==> config.mk <==
export PLATFORM = sky130hd
export DESIGN_NAME = stereo_biquad_eq_cascade
export DESIGN_NICKNAME = d
export VERILOG_FILES = /design/src/rtl/core/sbq_pkg.sv /design/src/rtl/core/sbq_mac.sv /design/src/rtl/core/stereo_biquad_eq_cascade.sv
export VERILOG_INCLUDE_DIRS = /design/src /design/src/rtl/core
export SDC_FILE = /design/constraint.sdc
export NUM_CORES = 2
export LEC_CHECK = 0
export BUFFER_PORTS_ARGS = -buffer_cell sky130_fd_sc_hd__buf_2
export CORE_ASPECT_RATIO = 0.8
export CORE_MARGIN = 5
export CORE_UTILIZATION = 50
export DETAILED_ROUTE_END_ITERATION = 10
export PLACE_DENSITY = 0.73
export SYNTH_ARGS = -nofsm -noshare
export SYNTH_HDL_FRONTEND = slang
export SYNTH_SLANG_ARGS = --single-unit
==> constraint.sdc <==
create_clock -name aclk -period 9.8 [get_ports aclk]
set_input_delay 0.49 -clock aclk [delete_from_list [all_inputs] [get_ports aclk]]
set_output_delay 0.49 -clock aclk [all_outputs]
set_load 0.005 [all_outputs]
==> src/rtl/core/stereo_biquad_eq_cascade_assert.svh <==
// Assertion macros shared by the equalizer RTL.
// Every property samples on aclk and is disabled while aresetn is low.
`ifndef STEREO_BIQUAD_EQ_CASCADE_ASSERT_SVH
`define STEREO_BIQUAD_EQ_CASCADE_ASSERT_SVH

`ifndef SYNTH

`define SBQ_ASSERT(lbl, expr) \
    lbl: assert property (@(posedge aclk) disable iff (!aresetn) (expr)) \
        else $error("sbq assertion failed");

`define SBQ_ASSERT_IMPL(lbl, ante, cons) \
    lbl: assert property (@(posedge aclk) disable iff (!aresetn) (ante) |-> (cons)) \
        else $error("sbq assertion failed");

`define SBQ_ASSERT_NEXT(lbl, ante, cons) \
    lbl: assert property (@(posedge aclk) disable iff (!aresetn) (ante) |=> (cons)) \
        else $error("sbq assertion failed");

`else

`define SBQ_ASSERT(lbl, expr)
`define SBQ_ASSERT_IMPL(lbl, ante, cons)
`define SBQ_ASSERT_NEXT(lbl, ante, cons)

`endif

`endif

==> src/rtl/core/sbq_pkg.sv <==
`default_nettype none

package sbq_pkg;

    typedef enum logic [1:0] {
        ST_IDLE,
        ST_RUN,
        ST_HOLD
    } sbq_state_t;

    typedef logic [2:0] sbq_phase_t;
    typedef logic [2:0] sbq_slot_t;

    localparam logic OP_FRAME = 1'b0;
    localparam logic OP_COEF  = 1'b1;

    localparam int NUM_SLOTS = 5;

    localparam sbq_slot_t SLOT_B0 = 3'd0;
    localparam sbq_slot_t SLOT_B1 = 3'd1;
    localparam sbq_slot_t SLOT_B2 = 3'd2;
    localparam sbq_slot_t SLOT_A1 = 3'd3;
    localparam sbq_slot_t SLOT_A2 = 3'd4;

    // phases of one section
    localparam sbq_phase_t PH_FIRST     = 3'd0;
    localparam sbq_phase_t PH_RD_LAST   = 3'd4;
    localparam sbq_phase_t PH_MUL_FIRST = 3'd1;
    localparam sbq_phase_t PH_MUL_LAST  = 3'd5;
    localparam sbq_phase_t PH_ACC_FIRST = 3'd2;
    localparam sbq_phase_t PH_ACC_LAST  = 3'd6;
    localparam sbq_phase_t PH_LAST      = 3'd7;

    typedef struct packed {
        logic mul_en;
        logic sub;
        logic acc_load;
        logic acc_en;
    } sbq_mac_ctrl_t;

endpackage

`default_nettype wire

==> src/rtl/core/sbq_mac.sv <==
`default_nettype none

module sbq_mac #(
    parameter int SAMPLE_BITS = 24,
    parameter int COEF_BITS   = 32
) (
    input  wire                           aclk,
    input  wire sbq_pkg::sbq_mac_ctrl_t   ctrl,
    input  wire logic signed [COEF_BITS-1:0]   coef,
    input  wire logic signed [SAMPLE_BITS-1:0] operand,
    output logic signed [SAMPLE_BITS-1:0]      y
);

    localparam int PROD_W    = COEF_BITS + SAMPLE_BITS;
    localparam int ACC_W     = PROD_W + 3;
    localparam int COEF_FRAC = COEF_BITS - 4;
    localparam int SHIFT_W   = ACC_W - COEF_FRAC;

    localparam logic signed [ACC_W-1:0] HALF = ACC_W'(1) << (COEF_FRAC - 1);
    localparam logic signed [SHIFT_W-1:0] SAT_MAX =
        SHIFT_W'((64'(1) << (SAMPLE_BITS - 1)) - 64'(1));
    localparam logic signed [SHIFT_W-1:0] SAT_MIN = ~SAT_MAX;

    logic signed [PROD_W-1:0]  prod_reg;
    logic                      sub_reg;
    logic signed [ACC_W-1:0]   acc_reg;
    logic signed [ACC_W-1:0]   term;
    logic signed [ACC_W-1:0]   rounded;
    logic signed [SHIFT_W-1:0] shifted;

    assign term = sub_reg ? -ACC_W'(prod_reg) : ACC_W'(prod_reg);

    always_ff @(posedge aclk) begin
        if (ctrl.mul_en) begin
            prod_reg <= PROD_W'(coef) * PROD_W'(operand);
            sub_reg  <= ctrl.sub;
        end
        if (ctrl.acc_load) begin
            acc_reg <= term;
        end else if (ctrl.acc_en) begin
            acc_reg <= acc_reg + term;
        end
    end

    // round half up, then clamp to the sample range
    always_comb begin
        rounded = acc_reg + HALF;
        shifted = rounded[ACC_W-1:COEF_FRAC];
        if (shifted > SAT_MAX) begin
            y = SAT_MAX[SAMPLE_BITS-1:0];
        end else if (shifted < SAT_MIN) begin
            y = SAT_MIN[SAMPLE_BITS-1:0];
        end else begin
            y = shifted[SAMPLE_BITS-1:0];
        end
    end

endmodule

`default_nettype wire

==> src/rtl/core/stereo_biquad_eq_cascade.sv <==
// Stereo biquad cascade, NUM_BANDS direct-form-1 sections per channel on one shared MAC.
// A frame request is taken only in the idle state, once the previous result has moved into
// the output register; each section runs the eight-phase section sequence (five coefficient
// reads through one memory port, one multiplier).
// A coefficient write request is accepted in the idle state and gives no result.
// Reset (aresetn low, synchronous) clears per-entry valid bits: all bands pass through, history zero.
`default_nettype none
`include "stereo_biquad_eq_cascade_assert.svh"

module stereo_biquad_eq_cascade #(
    parameter int NUM_BANDS   = 4,
    parameter int SAMPLE_BITS = 24,
    parameter int COEF_BITS   = 32,
    localparam int BAND_W     = (NUM_BANDS > 4) ? $clog2(NUM_BANDS) : 2
) (
    input  wire                           aclk,
    input  wire                           aresetn,
    input  wire                           s_valid,
    output logic                          s_ready,
    input  wire                           s_op,
    input  wire logic signed [SAMPLE_BITS-1:0] s_left_in,
    input  wire logic signed [SAMPLE_BITS-1:0] s_right_in,
    input  wire logic [BAND_W-1:0]        s_coef_band,
    input  wire logic [2:0]               s_coef_slot,
    input  wire logic signed [COEF_BITS-1:0]   s_coef_value,
    output logic                          m_valid,
    input  wire                           m_ready,
    output logic signed [SAMPLE_BITS-1:0] m_left_out,
    output logic signed [SAMPLE_BITS-1:0] m_right_out
);

    localparam int COEF_DEPTH = NUM_BANDS * sbq_pkg::NUM_SLOTS;
    localparam int CADDR_W    = $clog2(COEF_DEPTH);
    localparam int HDEPTH     = NUM_BANDS * 2;
    localparam int HADDR_W    = $clog2(HDEPTH);
    localparam int SW         = SAMPLE_BITS;
    localparam int ROW_W      = 4 * SW;
    localparam logic signed [COEF_BITS-1:0] COEF_ONE = COEF_BITS'(1) << (COEF_BITS - 4);

    sbq_pkg::sbq_state_t state_reg, state_next;
    sbq_pkg::sbq_phase_t phase_reg, phase_next;
    logic [HADDR_W-1:0]  sec_reg, sec_next;
    logic signed [SW-1:0] l_reg, l_next, r_reg, r_next;
    logic                m_valid_reg, m_valid_next;
    logic signed [SW-1:0] m_left_reg, m_left_next, m_right_reg, m_right_next;

    // coefficient store
    logic signed [COEF_BITS-1:0] coef_mem [COEF_DEPTH];
    logic [COEF_DEPTH-1:0]       coef_vld_reg;
    logic signed [COEF_BITS-1:0] coef_rd_reg;
    logic                        coef_rd_vld_reg;
    sbq_pkg::sbq_slot_t          rd_slot_reg;

    // history store: one row per band and channel {y2, y1, x2, x1}
    logic [ROW_W-1:0]  hist_mem [HDEPTH];
    logic [HDEPTH-1:0] hist_vld_reg;
    logic [ROW_W-1:0]  hist_rd_reg;
    logic              hist_rd_vld_reg;

    logic               frame_acc, coef_acc, coef_ok, out_free, last_sec, cur_ch;
    logic               coef_we, coef_re, hist_re, hist_we;
    logic [CADDR_W-1:0] coef_wr_addr, coef_rd_addr, band_base;
    logic [ROW_W-1:0]   hist_row, hist_new;
    logic signed [SW-1:0] x_cur, h_x1, h_x2, h_y1, h_y2, mac_y, operand;
    logic signed [COEF_BITS-1:0] coef_eff;
    sbq_pkg::sbq_mac_ctrl_t mac_ctrl;

    assign frame_acc = s_valid && s_ready && (s_op == sbq_pkg::OP_FRAME);
    assign coef_acc  = s_valid && s_ready && (s_op == sbq_pkg::OP_COEF);
    assign coef_ok   = (32'(s_coef_band) < NUM_BANDS) && (32'(s_coef_slot) < sbq_pkg::NUM_SLOTS);
    assign out_free  = !m_valid_reg || m_ready;
    assign last_sec  = (sec_reg == HADDR_W'(HDEPTH - 1));
    assign cur_ch    = sec_reg[0];
    assign x_cur     = cur_ch ? r_reg : l_reg;

    assign band_base    = CADDR_W'(sec_reg >> 1) * CADDR_W'(sbq_pkg::NUM_SLOTS);
    assign coef_rd_addr = band_base + CADDR_W'(phase_reg);
    assign coef_wr_addr = CADDR_W'(s_coef_band) * CADDR_W'(sbq_pkg::NUM_SLOTS)
                        + CADDR_W'(s_coef_slot);

    // unwritten entries read as their reset value
    assign coef_eff = coef_rd_vld_reg ? coef_rd_reg
                    : ((rd_slot_reg == sbq_pkg::SLOT_B0) ? COEF_ONE : '0);
    assign hist_row = hist_rd_vld_reg ? hist_rd_reg : '0;
    assign h_x1     = hist_row[SW-1:0];
    assign h_x2     = hist_row[2*SW-1:SW];
    assign h_y1     = hist_row[3*SW-1:2*SW];
    assign h_y2     = hist_row[4*SW-1:3*SW];
    assign hist_new = {h_y1, mac_y, h_x1, x_cur};

    always_comb begin
        case (rd_slot_reg)
            sbq_pkg::SLOT_B0: operand = x_cur;
            sbq_pkg::SLOT_B1: operand = h_x1;
            sbq_pkg::SLOT_B2: operand = h_x2;
            sbq_pkg::SLOT_A1: operand = h_y1;
            default:          operand = h_y2;
        endcase
    end

    // next state
    always_comb begin
        state_next = state_reg;
        case (state_reg)
            sbq_pkg::ST_IDLE: begin
                if (frame_acc) begin
                    state_next = sbq_pkg::ST_RUN;
                end
            end
            sbq_pkg::ST_RUN: begin
                if (phase_reg == sbq_pkg::PH_LAST && last_sec) begin
                    state_next = sbq_pkg::ST_HOLD;
                end
            end
            sbq_pkg::ST_HOLD: begin
                if (out_free) begin
                    state_next = sbq_pkg::ST_IDLE;
                end
            end
            default: state_next = sbq_pkg::ST_IDLE;
        endcase
    end

    // outputs and strobes
    always_comb begin
        s_ready  = (state_reg == sbq_pkg::ST_IDLE);
        coef_we  = coef_acc && coef_ok;
        coef_re  = 1'b0;
        hist_re  = 1'b0;
        hist_we  = 1'b0;
        mac_ctrl = '0;
        case (state_reg)
            sbq_pkg::ST_RUN: begin
                coef_re         = (phase_reg <= sbq_pkg::PH_RD_LAST);
                hist_re         = (phase_reg == sbq_pkg::PH_FIRST);
                hist_we         = (phase_reg == sbq_pkg::PH_LAST);
                mac_ctrl.mul_en = (phase_reg >= sbq_pkg::PH_MUL_FIRST)
                               && (phase_reg <= sbq_pkg::PH_MUL_LAST);
                mac_ctrl.sub    = (rd_slot_reg == sbq_pkg::SLOT_A1)
                               || (rd_slot_reg == sbq_pkg::SLOT_A2);
                mac_ctrl.acc_load = (phase_reg == sbq_pkg::PH_ACC_FIRST);
                mac_ctrl.acc_en   = (phase_reg > sbq_pkg::PH_ACC_FIRST)
                                 && (phase_reg <= sbq_pkg::PH_ACC_LAST);
            end
            default: begin
            end
        endcase
    end

    // datapath next values
    always_comb begin
        phase_next   = phase_reg;
        sec_next     = sec_reg;
        l_next       = l_reg;
        r_next       = r_reg;
        m_valid_next = m_valid_reg && !m_ready;
        m_left_next  = m_left_reg;
        m_right_next = m_right_reg;
        case (state_reg)
            sbq_pkg::ST_IDLE: begin
                if (frame_acc) begin
                    l_next     = s_left_in;
                    r_next     = s_right_in;
                    phase_next = sbq_pkg::PH_FIRST;
                    sec_next   = '0;
                end
            end
            sbq_pkg::ST_RUN: begin
                if (phase_reg == sbq_pkg::PH_LAST) begin
                    phase_next = sbq_pkg::PH_FIRST;
                    // section output feeds the next band of the same channel
                    if (cur_ch) begin
                        r_next = mac_y;
                    end else begin
                        l_next = mac_y;
                    end
                    if (!last_sec) begin
                        sec_next = sec_reg + HADDR_W'(1);
                    end
                end else begin
                    phase_next = phase_reg + sbq_pkg::sbq_phase_t'(1);
                end
            end
            sbq_pkg::ST_HOLD: begin
                if (out_free) begin
                    m_valid_next = 1'b1;
                    m_left_next  = l_reg;
                    m_right_next = r_reg;
                end
            end
            default: begin
            end
        endcase
    end

    always_ff @(posedge aclk) begin
        if (!aresetn) begin
            state_reg    <= sbq_pkg::ST_IDLE;
            phase_reg    <= sbq_pkg::PH_FIRST;
            sec_reg      <= '0;
            m_valid_reg  <= 1'b0;
            coef_vld_reg <= '0;
            hist_vld_reg <= '0;
        end else begin
            state_reg   <= state_next;
            phase_reg   <= phase_next;
            sec_reg     <= sec_next;
            m_valid_reg <= m_valid_next;
            if (coef_we) begin
                coef_vld_reg[coef_wr_addr] <= 1'b1;
            end
            if (hist_we) begin
                hist_vld_reg[sec_reg] <= 1'b1;
            end
        end
    end

    always_ff @(posedge aclk) begin
        l_reg       <= l_next;
        r_reg       <= r_next;
        m_left_reg  <= m_left_next;
        m_right_reg <= m_right_next;
    end

    always_ff @(posedge aclk) begin
        if (coef_we) begin
            coef_mem[coef_wr_addr] <= s_coef_value;
        end
        if (coef_re) begin
            coef_rd_reg     <= coef_mem[coef_rd_addr];
            coef_rd_vld_reg <= coef_vld_reg[coef_rd_addr];
            rd_slot_reg     <= sbq_pkg::sbq_slot_t'(phase_reg);
        end
    end

    always_ff @(posedge aclk) begin
        if (hist_we) begin
            hist_mem[sec_reg] <= hist_new;
        end
        if (hist_re) begin
            hist_rd_reg     <= hist_mem[sec_reg];
            hist_rd_vld_reg <= hist_vld_reg[sec_reg];
        end
    end

    sbq_mac #(
        .SAMPLE_BITS(SAMPLE_BITS),
        .COEF_BITS  (COEF_BITS)
    ) u_mac (
        .aclk   (aclk),
        .ctrl   (mac_ctrl),
        .coef   (coef_eff),
        .operand(operand),
        .y      (mac_y)
    );

    assign m_valid     = m_valid_reg;
    assign m_left_out  = m_left_reg;
    assign m_right_out = m_right_reg;

    `SBQ_ASSERT_NEXT(a_frame_start, frame_acc, (state_reg == sbq_pkg::ST_RUN) && (sec_reg == '0) && (phase_reg == sbq_pkg::PH_FIRST))
    `SBQ_ASSERT_NEXT(a_coef_write_idle, coef_acc, state_reg == sbq_pkg::ST_IDLE)
    `SBQ_ASSERT_NEXT(a_hold_delivers, (state_reg == sbq_pkg::ST_HOLD) && out_free, m_valid_reg && (state_reg == sbq_pkg::ST_IDLE))
    `SBQ_ASSERT_IMPL(a_result_only_from_hold, m_valid_reg && !$past(m_valid_reg), $past(state_reg) == sbq_pkg::ST_HOLD)

endmodule

`default_nettype wire
# After elaboration in Yosys (flattened, before gate mapping)
# Memory sizes are Yosys's and may differ from the RTL's. A register that Yosys moved wholly into a read port is not among the register bits.
# Index checks and enable logic that the tools add are counted.
# W data, S select, Z words.
dict set report word_totals {
  ram_bits 1408
  elab_cells 131
  out_inout_bits 50
  n_memories 2
  ff_bits 254
}
dict set report op_classes {
  n_addsub 7
  n_reduce_logical 25
  bitwise_logic 3
  mul 3
  muxes 46
  n_lt_le_gt_ge 13
  n_eq_ne 16
}
# name words width rd rd_ports_with_merged_regs write_ports line
set memory_table {}
lappend memory_table {hist_mem 8 96 1 1 1 stereo_biquad_eq_cascade.sv:55} ;# logic [ROW_W-1:0] hist_mem [HDEPTH];
lappend memory_table {coef_mem 20 32 1 1 1 stereo_biquad_eq_cascade.sv:48} ;# logic signed [COEF_BITS-1:0] coef_mem [COEF_DEPTH];
# op n
set op_table {}
lappend op_table {{$mux W24} 9}
lappend op_table {{$mux W59} 3}
lappend op_table {{$mux W96} 1}
lappend op_table {{$pmux W24 S2} 2}
lappend op_table {{$pmux W24 S4} 1}
lappend op_table {{$add A59 B29 Y59 const B} 1}
lappend op_table {{$add A59 B59 Y59} 1}
lappend op_table {{$neg A56 Y59} 1}
lappend op_table {{$mul A32 B24 Y56} 1}
lappend op_table {{$mux W32} 1}
lappend op_table {{$gt A31 B24 Y1 const B} 1}
lappend op_table {{$lt A31 B24 Y1 const B} 1}
lappend op_table {{$mux W29} 1}
lappend op_table {{$or A20 B20 Y20} 1}
lappend op_table {{$mux W1} 13}
lappend op_table {{$lt A5 B6 Y1 const B} 2}
lappend op_table {{$mux W3} 4}
lappend op_table {{$ne A2 B2 Y1 const B} 6}
lappend op_table {{$pmux W3 S2} 2}
lappend op_table {{$reduce_and A4 Y1} 3}
lappend op_table {{$add A5 B3 Y5} 2}
lappend op_table {{$logic_and A1 B1 Y1} 10}
lappend op_table {{$mul A2 B3 Y5 const B} 2}
lappend op_table {{$eq A3 B2 Y1 const B} 3}
lappend op_table {{other kinds (28)} 41}

# Longest topological paths before layout
dict set report depth {
  depth_word 7
  depth_mapped 34
  depth_no_buf 31
}

# Hierarchy
# From an unflattened synthesis, not the netlist that was laid out.
dict set report unflattened {
  cells_unflattened 7388
  area_unflattened_um2 100679.1
}
# mod cells_each instances area_each_um2 seq_area_each_um2
set by_module_without_submodules {}
lappend by_module_without_submodules {stereo_biquad_eq_cascade 3352 1 64126.5 49897.9}
lappend by_module_without_submodules {sbq_mac 4036 1 36552.6 3483.3}

# Worst setup path after synthesis
# No wires, ideal clock.
dict set report synth_path {
  kind {reg-to-reg}
  startpoint {register sec_reg[0]}
  endpoint {register u_mac.prod_reg[55], data pin}
  n_path_buf 3
  synth_period_minus_slack_ns 8.836
  stages_incl_launch_ff 28
  setup_time_ns 0.260
  setup_slack_ns 0.964
  t_required_ns 9.540
  arrival_time_ns 8.576
  path_cell_list {dfxtp_1 > clkbuf_1 > buf_1 > mux2_2 > a22oi_1 > nor2_1 > a21oi_1 > clkbuf_1 > nor2_1 > fa_1 > fa_1 > inv_1 > fa_1 > inv_1 > fa_1 > fa_1 > fa_1 > fa_1 > ha_1 > inv_1 > nor2_1 > a2111oi_0 > and3_1 > a31oi_1 > o41ai_1 > o2111ai_1 > a21oi_1 > xnor2_1}
}
dict set report synth_between {
  elab_chain_cells 3
}
# element line
set synth_rtl {}
lappend synth_rtl {{start: declaration} stereo_biquad_eq_cascade.sv:42} ;# logic [HADDR_W-1:0] sec_reg, sec_next;
lappend synth_rtl {{start signal: assignment} stereo_biquad_eq_cascade.sv:207} ;# sec_reg <= sec_next;
lappend synth_rtl {{$mux W24} stereo_biquad_eq_cascade.sv:74} ;# assign x_cur = cur_ch ? r_reg : l_reg;
lappend synth_rtl {{named net x_cur[1]} stereo_biquad_eq_cascade.sv:64} ;# logic signed [SW-1:0] x_cur, h_x1, h_x2, h_y1, h_y2, mac_y, operand;
lappend synth_rtl {{$pmux W24 S4} stereo_biquad_eq_cascade.sv:92} ;# case (rd_slot_reg)
lappend synth_rtl {{$mul A32 B24 Y56} sbq_mac.sv:35} ;# prod_reg <= PROD_W'(coef) * PROD_W'(operand);
lappend synth_rtl {{end signal: assignment} sbq_mac.sv:35}
lappend synth_rtl {{end: declaration} sbq_mac.sv:24} ;# logic signed [PROD_W-1:0] prod_reg;
# The timed path passes the listed nets, and every way through them passes these cells.
# A chain may end at the register's enable or synchronous reset.

# Final worst setup path
# Same ends and word-level chain as after synthesis.

==> impl_metrics.py <==
metrics = {
    "outcome": {
        "outcome": "finished, final reports clean",
    },
    "placed_design": {
        "port_buffers": 139,
        "dp_hpwl_um": 174000,
        "gp_congestion": 0.939,
    },
    "critical_path": {
        "cp-end-kind": "flop",
        "critical_path.slowest_cell": "dfxtp_2",
        "required_ps": 10370,
        "crit_top_cell": "fa_1",
        "cp_slowest_stage_delay_ps": 690,
        "cp.arrival_ps": 10160,
        "crit_path_start_kind": "flop",
        "worstPathMaxFanout": 16,
        "worstSetupPathType": "reg -> reg",
    },
    "logic_synthesis": {
        "synth_ff_type": "edfxtp_1",
        "synth_sequential_area_ratio_pct": 54.7,
        "synth_edf_count": 1753,
        "synth_seq_cells": 1790,
        "yosys.area.top_type": "edfxtp_1",
        "ys_warn_count": 0,
        "yosys.cell_types.count": 73,
        "postSynthCellCount": 7024,
        "synth_top_cell_area_share_pct": 53.9,
        "avgSynthCellArea_um2": 13.9,
        "syn_area_mm2": 0.0976,
        "syn-num-nets": 8128,
        "synth_area_leaders": "edfxtp_1 54%, fa_1 16%, mux4_2 4.6%",
        "async_reset_ff_share_pct": 0,
    },
    "floorplanning": {
        "core_mm2": 0.195,
        "die_y_um": 405,
        "start_util_pct": 50.1,
        "row_count": 145,
        "io-pin-count": 140,
        "dieWidth_um": 504,
        "die-area_mm2": 0.204,
    },
    "layout": {
        "final_cell_mix": "1,753 x edfxtp_1, 824 x inv_1, 784 x fa_1",
        "nets": 8295,
        "largest_reg_flops": 768,
        "synthToLayoutAreaGrowth_pct": 10.6,
        "final_common_cell": "edfxtp_1",
        "drive_above_1_share_pct": 12.6,
    },
    "power": {
        "power_density_mw_per_mm2": 179,
        "p_seq_share_pct": 45.0,
        "clockPowerShare_pct": 33.1,
        "switching_share_pct": 29.1,
        "p_int_mw": 13.7,
        "pwr-share-comb_pct": 21.9,
        "leakage_nw": 39.6,
        "switching_power_mw": 5.62,
        "vdd_drop_max_mv": 0.248,
        "total_power_mw": 19.3,
    },
    "cts": {
        "cts_buffer_depth": 3,
        "cts_tree": "done",
        "htreeDepth": 4,
        "cts_made_buffers": 169,
        "worstSkewPairLatency_ps": 830,
        "clock_sinks": 1790,
        "root_buffer": "clkbuf_16",
        "cts.clk_slew.worst_paths_ps": 60,
        "postCtsSetupBuffers": 0,
    },
    "timing": {
        "fin_setup_tns_ps": 0,
        "worst_pin_slew_ps": 1310,
        "setup_viol": 0,
        "min_period_ps": 9590,
        "rsz0062_at_grt": "false",
        "report.final.slew_viol_count": 0,
        "skew_ps": 47.7,
        "final_hold_viol_count": 0,
        "fmax_ghz": 0.104,
        "min_period_over_period_pct": 97.8,
        "slew_headroom_pct": 12.0,
    },
    "global_route": {
        "grtUsageTotal_pct": 25.9,
        "first_global_vias": 62200,
        "grt_pass1_wl_um": 397000,
        "grt_max_degree": 100,
        "globalRouteOverflowTotal": 0,
        "antenna_found_initial": 11,
    },
    "detailed_routing": {
        "post-route-drc-count": 0,
        "post_drt_wl_per_cell_um": 26.6,
        "drt_iter0_drc": 7465,
        "first_pass_iters": 6,
        "via_count": 60500,
        "ant_nets": 0,
        "via_per_inst": 6.10,
        "wirelength_um": 264000,
    },
    "min_path": {
        "worstHoldPathType": "in -> reg",
    },
    "flow_run": {
        "max_cap_violations": 0,
    },
}
[cell families (layout without fill, tap and decap cells)]
family / Yosys count / in the layout / synth area share, %
AND/OR/NAND/NOR: 1502 / 1502 / 6.96
AO/OA/AOI/OAI: 1054 / 1054 / 7.40
XOR/XNOR: 198 / 198 / 1.78
adder cells (fa/ha/maj): 1014 / 1014 / 19.0
other: 0 / 6 / 0
flip-flops: 1790 / 1790 / 54.7
buffers and inverters: 1181 / 1489 / 4.55
multiplexers: 285 / 285 / 5.57
[cell type report]
class	count	area [µm²]
diodes	6	15.0
fillers	15100	86700
repair buffers	353	2590
clock inverters	91	822
well taps	2572	3220
flip-flops and latches	1790	53400
inverters	824	3090
multi-input cells	4053	40300
clock buffers	221	4540
[worst paths after layout]
check	startpoint	to	slack, ps	cells after the start
worst max-delay path	sec_reg[0]	u_mac.prod_reg[55]	210	30
worst min-delay path	s_coef_value[13]	coef_mem[14][13]	70	1
worst max register to register	sec_reg[0]	u_mac.prod_reg[55]	210	30
worst min register to register	r_reg[8]	m_right_out[8]	440	0
[per-layer routing]
layer	vias up	global-route usage (%)	wire length [µm]
met1	30900	37.2	102000
met2	3705	38.2	116000
met3	542	7.87	36300
li1	25300	-	-
met4	6	8.48	9380
met5	-	0	41
[worst max-delay path: cells and delay by family, from the launching register on]
kind            cells  cell delay (ps)
compound gates      9             2370
xor+xnor            1               80
fa+ha+maj           8             3880
buf+inv             8             1300
flops               1              690
mux                 1              490
simple gates        3              510
[power groups by stage]
stage / registers [mW] / clock network (mW) / logic (mW)
finish: 8.68 / 6.39 / 4.22
global placement: 8.84 / 0 / 4.08
CTS: 8.68 / 6.47 / 4.19
detailed placement: 8.84 / 0 / 4.12
global route: 8.68 / 6.81 / 4.67
floorplan: 8.81 / 0 / 2.84
[timing repair]
item	4_1_cts	5_1_grt
hold endpoints to repair	55	0
resized for setup	0	6
hold buffers	47	0
setup endpoints to repair	0	8
[cells in the mapped netlist (126+ instances only)]
cell type / count
edfxtp_1: 1753
inv_1: 824
fa_1: 786
nand2_1: 539
nor2_1: 501
a22oi_1: 415
clkbuf_1: 319
ha_1: 228
mux4_2: 198
a21oi_1: 180
xnor2_1: 141
o21ai_0: 126
[per-stage QoR]
stage / cell area, µm² / setup slack, ps / hold slack [ps] / util (%) / instances
after floorplan: 97600 / 964 / 420 / - / 7024
after global placement: 102000 / 470 / 425 / 52.4 / 9545
after detailed placement: 102000 / 164 / 429 / 52.4 / 9545
after CTS: 108000 / 158 / 3.20 / 55.4 / 9904
after global routing: 108000 / 94.2 / 43.9 / 55.4 / 9904
final: 108000 / 212 / 65.1 / 55.5 / 9910
Power figures use the tool's default switching activity.
